<file path="src/sv/ffbu_pkg.sv">
// ffbu_pkg: shared widths, constants, register indexes and the
// controller-to-datapath command/status types of the flow field upsampler.
// No dependencies.
`timescale 1ns / 1ps
`default_nettype none
package ffbu_pkg;

	localparam int SRC_W_MAX = 64;
	localparam int SRC_H_MAX = 64;
	localparam int DST_MAX   = 256;

	localparam int COL_W  = $clog2(SRC_W_MAX);
	localparam int ROW_W  = $clog2(SRC_H_MAX);
	localparam int SW_W   = 7;
	localparam int DW_W   = 9;
	localparam int QI_W   = 8;
	localparam int DATA_W = 32;
	localparam int FRAC_W = 16;
	localparam int D_W    = DW_W + 1;
	localparam int CELL_W = (COL_W > ROW_W) ? COL_W : ROW_W;
	localparam int Q_W    = CELL_W + FRAC_W;
	localparam int SRC_MAX = (SRC_W_MAX > SRC_H_MAX) ? SRC_W_MAX : SRC_H_MAX;
	localparam int N_W    = $clog2((2 * DST_MAX - 1) * SRC_MAX);
	localparam int DIVD_W = N_W + FRAC_W;
	localparam int CNT_W  = $clog2(Q_W);
	localparam int ADDR_W = 1 + ROW_W + COL_W;
	localparam int DEPTH  = 2 * SRC_W_MAX * SRC_H_MAX;
	localparam int APB_AW = 4;
	localparam int STEP_W = 4;
	localparam int LAST_STEP = 9;

	typedef enum logic [1:0] {
		REG_SRC_W = 2'd0,
		REG_SRC_H = 2'd1,
		REG_DST_W = 2'd2,
		REG_DST_H = 2'd3
	} ffbu_reg_t;

	typedef struct packed {
		logic       div_start;
		logic       prep;
		logic       rd_en;
		logic [1:0] corner;   // bit0: right column, bit1: lower row
		logic       plane;
		logic       cap_a;
		logic       cap_top;
		logic       cap_bot;
		logic       cap_diff;
		logic       cap_pl;
		logic       cap_ph;
		logic       cap_sum;
		logic       cap_res;
		logic       publish;
	} ffbu_cmd_t;

	typedef struct packed {
		logic div_done;
	} ffbu_stat_t;

endpackage
`default_nettype wire

</file>
<file path="src/sv/ffbu_ctrl.sv">
// ffbu_ctrl: sequencer of the upsampler; issues datapath commands and
// owns the channel handshakes. Depends on ffbu_pkg.
`timescale 1ns / 1ps
`default_nettype none
module ffbu_ctrl import ffbu_pkg::*; (
	input  wire logic       clk,
	input  wire logic       arst_n,
	input  wire logic       in_valid,
	input  wire logic       in_mode,
	output logic            in_ready,
	output logic            out_valid,
	input  wire logic       out_ready,
	output logic            wr_en,
	output ffbu_cmd_t       cmd,
	input  wire ffbu_stat_t stat
);
	typedef enum logic [2:0] {S_IDLE, S_DIV, S_PREP, S_CALC, S_PUB} state_t;

	state_t            state_q;
	logic [STEP_W-1:0] step_q;
	logic              plane_q, out_valid_q, in_fire;

	assign in_ready = (state_q == S_IDLE);
	assign in_fire = in_valid && in_ready;
	assign wr_en = in_fire && !in_mode;
	assign out_valid = out_valid_q;

	always_comb begin
		cmd = '0;
		cmd.div_start = in_fire && in_mode;
		cmd.prep = (state_q == S_PREP);
		cmd.plane = plane_q;
		cmd.corner = step_q[1:0];
		cmd.publish = (state_q == S_PUB) && (!out_valid_q || out_ready);
		if (state_q == S_CALC) begin
			unique case (step_q)
				4'd0: cmd.rd_en = 1'b1;
				4'd1: begin cmd.rd_en = 1'b1; cmd.cap_a = 1'b1; end
				4'd2: begin cmd.rd_en = 1'b1; cmd.cap_top = 1'b1; end
				4'd3: begin cmd.rd_en = 1'b1; cmd.cap_a = 1'b1; end
				4'd4: cmd.cap_bot = 1'b1;
				4'd5: cmd.cap_diff = 1'b1;
				4'd6: cmd.cap_pl = 1'b1;
				4'd7: cmd.cap_ph = 1'b1;
				4'd8: cmd.cap_sum = 1'b1;
				4'd9: cmd.cap_res = 1'b1;
				default: ;
			endcase
		end
	end

	always_ff @(posedge clk or negedge arst_n) begin
		if (!arst_n) begin
			state_q <= S_IDLE;
			step_q <= '0;
			plane_q <= 1'b0;
			out_valid_q <= 1'b0;
		end else begin
			if (cmd.publish) out_valid_q <= 1'b1;
			else if (out_ready) out_valid_q <= 1'b0;
			unique case (state_q)
				S_IDLE: if (in_fire && in_mode) state_q <= S_DIV;
				S_DIV: if (stat.div_done) state_q <= S_PREP;
				S_PREP: begin
					state_q <= S_CALC;
					step_q <= '0;
					plane_q <= 1'b0;
				end
				S_CALC: begin
					if (step_q == STEP_W'(LAST_STEP)) begin
						step_q <= '0;
						plane_q <= 1'b1;
						if (plane_q) state_q <= S_PUB;
					end else begin
						step_q <= step_q + 1'b1;
					end
				end
				S_PUB: begin
					if (cmd.publish) state_q <= S_IDLE;
				end
				default: state_q <= S_IDLE;
			endcase
		end
	end

	a_done_in_div: assert property (@(posedge clk) disable iff (!arst_n)
		stat.div_done |-> state_q == S_DIV)
		else $error("divider finished outside division phase");
	a_no_overwrite: assert property (@(posedge clk) disable iff (!arst_n)
		cmd.publish |-> (!out_valid_q || out_ready))
		else $error("result overwritten before taken");
	a_query_starts: assert property (@(posedge clk) disable iff (!arst_n)
		(in_fire && in_mode) |=> state_q == S_DIV)
		else $error("query transaction did not start division");
	a_calc_step: assert property (@(posedge clk) disable iff (!arst_n)
		state_q == S_CALC |-> step_q <= STEP_W'(LAST_STEP))
		else $error("step counter out of range");
endmodule
`default_nettype wire
</file>
<file path="config.mk">
export PLATFORM = sky130hd
export DESIGN_NAME = ffbu_ctrl
export DESIGN_NICKNAME = d
export VERILOG_FILES = /design/src/sv/ffbu_pkg.sv /design/src/sv/ffbu_ctrl.sv
export SDC_FILE = /design/constraint.sdc
export NUM_CORES = 1
export LEC_CHECK = 0
export ABC_AREA = 1
export BUFFER_PORTS_ARGS = -buffer_cell sky130_fd_sc_hd__clkbuf_2
export CORE_UTILIZATION = 35
export DETAILED_ROUTE_END_ITERATION = 8
export PLACE_DENSITY = 0.61
export RECOVER_POWER = 50
export SLEW_MARGIN = 10
export SYNTH_ARGS = -nofsm -noshare
export SYNTH_HDL_FRONTEND = slang
export SYNTH_SLANG_ARGS = --single-unit
</file>
<file path="constraint.sdc">
create_clock -name clk -period 2.2 [get_ports clk]
set_input_delay 0.44 -clock clk [delete_from_list [all_inputs] [get_ports clk]]
set_output_delay 0.44 -clock clk [all_outputs]
set_load 0.1 [all_outputs]
</file>
==> impl_results.md <==
- Seq pwr share: 21.2%
- Fin. Hold Viols: 0
- Mapped Cells: 87
- CP arrival: 1.62 ns
- Crit-path cells: inv_1 -> nor2_2 -> nand2_1 -> inv_1 -> clkbuf_2
- Detailed-route via count: 640
- CTS HTree Levels: 1
- CTS clock-pin slew for the worst setup and hold paths: 0.07 ns
- Mapped cell area: 663 µm²
- Crit path setup slack, layout: 0.142 ns
- Clock power frac: ~9%
- Placed cell area: ~900 µm²
- Crit share post-route: between 90 and 100%
- Net Switching: 0.000949 W
- Avg Cell Area, Syn: between 7 and 8 µm²
- Initial Util: 38.0%
- Largest net degree at the start of global routing: 10
- Clk_lat worst skew: 0.26 ns
- Clock skew: slightly below 0.01 ns
- Cell leakage power: 0.428 nW
- RSZ-0062 raised after global routing: false
- Crit path time final: 2.06 ns
- Int Pwr: 0.000474 W
- VDD IR max: 759 µV
- Final instance area: 911 µm²
- CTS Sinks: 9
- Slew @ Worst Pin: 0.542 ns
- Total track usage: approximately 15%
- Synth Register Bits: 9
- Placer Congestion: 0.732
- Critical-path maximum fanout: 5
- Vias in the first global route: 573
- Critical path buffers and inverters: 3
- Initial DRC Count: 4
- TritonCTS buffer count: 3
- CP Class: reg -> out
- Final setup fails: 0
- Sw Share: 66.7%
- Non-Filler Instances: 136
- Relative slew slack: 64.0%
- Nets@finish: 118
- Netlist cell types: 24
- Critical Path Sink Type: primary output
- Worst r2r path cells: 6
- Drt drc: 0
- Clock Root Buffer: clkbuf_4
- Status: finished clean
- Post-Place Worst Slack: 0.425 ns
- Routed wire length per instance: 10.2 µm
- Max Freq: 0.486 GHz
- Critical-path top delay cell: dfrtp_1
- CTS tree: yes
- Avg Vias per Cell: 4.71
- Die Y: 45.5 µm
- DR pass1 iterations: 4
- Post-DP HPWL: 1.14 mm
- Crit path max-delay family: buffers and inverters
- Sequential share of the synthesized area: approximately 34%
- CP Launch Type: flop
- Hold Path Class: in -> async
- Ant diodes: 0
- Post-Route Utilization: 52.2%
- GR Overflow Total: 0
- CORE AREA: approximately 1700 µm²
- PortBufs: 23
- Postcts setup bufs: 0
- P&R area growth vs syn: 37.4%
- Share of layout cells above drive strength 1: 43.2%
- Pwr dens: 1560 nW/µm²
- # IOs: 24
- Gate power share: 69.6%
- Std cell rows: 15
- WP depth: 5
- R2R setup slack: between 0.9 and 1 ns
- Die area: approximately 2100 µm²
- Synthesized Nets: 93
- Max Slew Vio Count: 0
- Clk buf depth: 2
- Max cap viols: 0
- Post-cts sizing count: 0
- First-pass GRT wire length: roughly 2.3 mm
- Cells after DPL: 132
- Die X: 45.5 µm
- Worst EP required: about 1.8 ns
- Initial antenna violation count: 0
- Post-Route WL: roughly 1.4 mm
- Routed Antenna Nets: 0
- Worst path most repeated cell: inv_1
- Cts hold-fix bufs: 0
- Warnings, synthesis: 0
- Crit path largest cell delay: between 0.4 and 0.5 ns
final cells by class:
type / instances / area [µm²]
multi-input combinational: 61 / 393
tap: 25 / 31.3
inverter: 14 / 56.3
sequential: 9 / 225
timing repair buffer: 23 / 179
clock buffer: 4 / 26.3
fill: 184 / 835
power groups by stage:
stage	Clock [W]	Sequential, W	Combinational [W]
after CTS	0.000135	0.000308	0.00101
after global routing	0.000139	0.000312	0.00105
final	0.000131	0.000301	0.000991
after global placement	0	0.000309	0.000997
after detailed placement	0	0.000310	0.00101
after floorplan	0	0.000335	0.000852
metal layers:
layer	vias up	GRT usage (%)	part of all wire, %
li1	331	-	-
met1	282	18.4	44
met2	22	25.7	50
met3	5	2.38	4.4
met4	0	7.27	1.7
met5	-	0	0
Yosys cell counts:
cell type / count / area [µm²]
inv_4: 1 / 6.26
nor2_1: 12 / 45.0
nor2_2: 2 / 12.5
nand2_4: 1 / 11.3
o21ai_1: 1 / 5.00
dfrtp_1: 9 / 225
nor2_4: 1 / 11.3
o22ai_1: 2 / 12.5
nand3_1: 2 / 10.0
nand3_2: 3 / 30.0
nor3_2: 4 / 40.0
nand4_1: 3 / 18.8
inv_2: 2 / 7.51
o21ai_2: 2 / 17.5
nand3b_1: 1 / 7.51
nand2_1: 21 / 78.8
buf_4: 3 / 22.5
nor4_4: 1 / 21.3
o21ai_0: 2 / 10.0
nor4_2: 1 / 12.5
xor2_1: 1 / 8.76
inv_1: 10 / 37.5
nand2_2: 1 / 6.26
clkinv_2: 1 / 5.00
cell families (layout without fill, tap and decap cells):
logic type,count (synthesis),count (layout),synth area share [%]
flops,9,9,34.0
buf+inv,17,41,11.9
simple gates,53,53,46.0
compound gates,7,7,6.79
xor+xnor,1,1,1.32
through the flow:
step           TNS [ns]  hold WS (ns)  power (W)
3_5_place_dp          0         0.315    0.00132
3_3_place_gp          0         0.311    0.00131
2_1_floorplan     -1.23         0.144    0.00119
4_1_cts               0        0.0276    0.00145
6_report              0         0.121    0.00142
5_1_grt               0         0.168    0.00151
placed cells by master (no fill, tap or decap):
cell type and n:
o21ai_2 2, nor2_1 6, nand2_4 1, clkbuf_1 2
o22ai_1 2, nand4_1 3, nor3_2 4, buf_12 3
nand3b_1 1, nand3_2 1, nand3_1 4, inv_1 11
clkbuf_4 3, xor2_1 1, dfrtp_1 9, o21ai_0 2
nor2_2 4, inv_2 1, nor2_4 5, clkbuf_2 11
inv_4 1, nand2_1 21, buf_4 8, clkinvlp_2 1
nand2_2 1, o21ai_1 1, nor4_4 2
registers in the layout, summed over array words and instances (netlist names):
name / cells
out_valid: 1
plane_q: 1
state_q: 3
step_q: 4
path summary, 6_finish.rpt:
path / end / start
min in group clk: out_valid / out_ready
max: cmd[13] / state_q[1]
min reg2reg: plane_q / plane_q
min: state_q[1] / arst_n
max reg2reg: state_q[2] / state_q[1]
max in group asynchronous: step_q[3] / arst_n
Power figures use the tool's default switching activity.
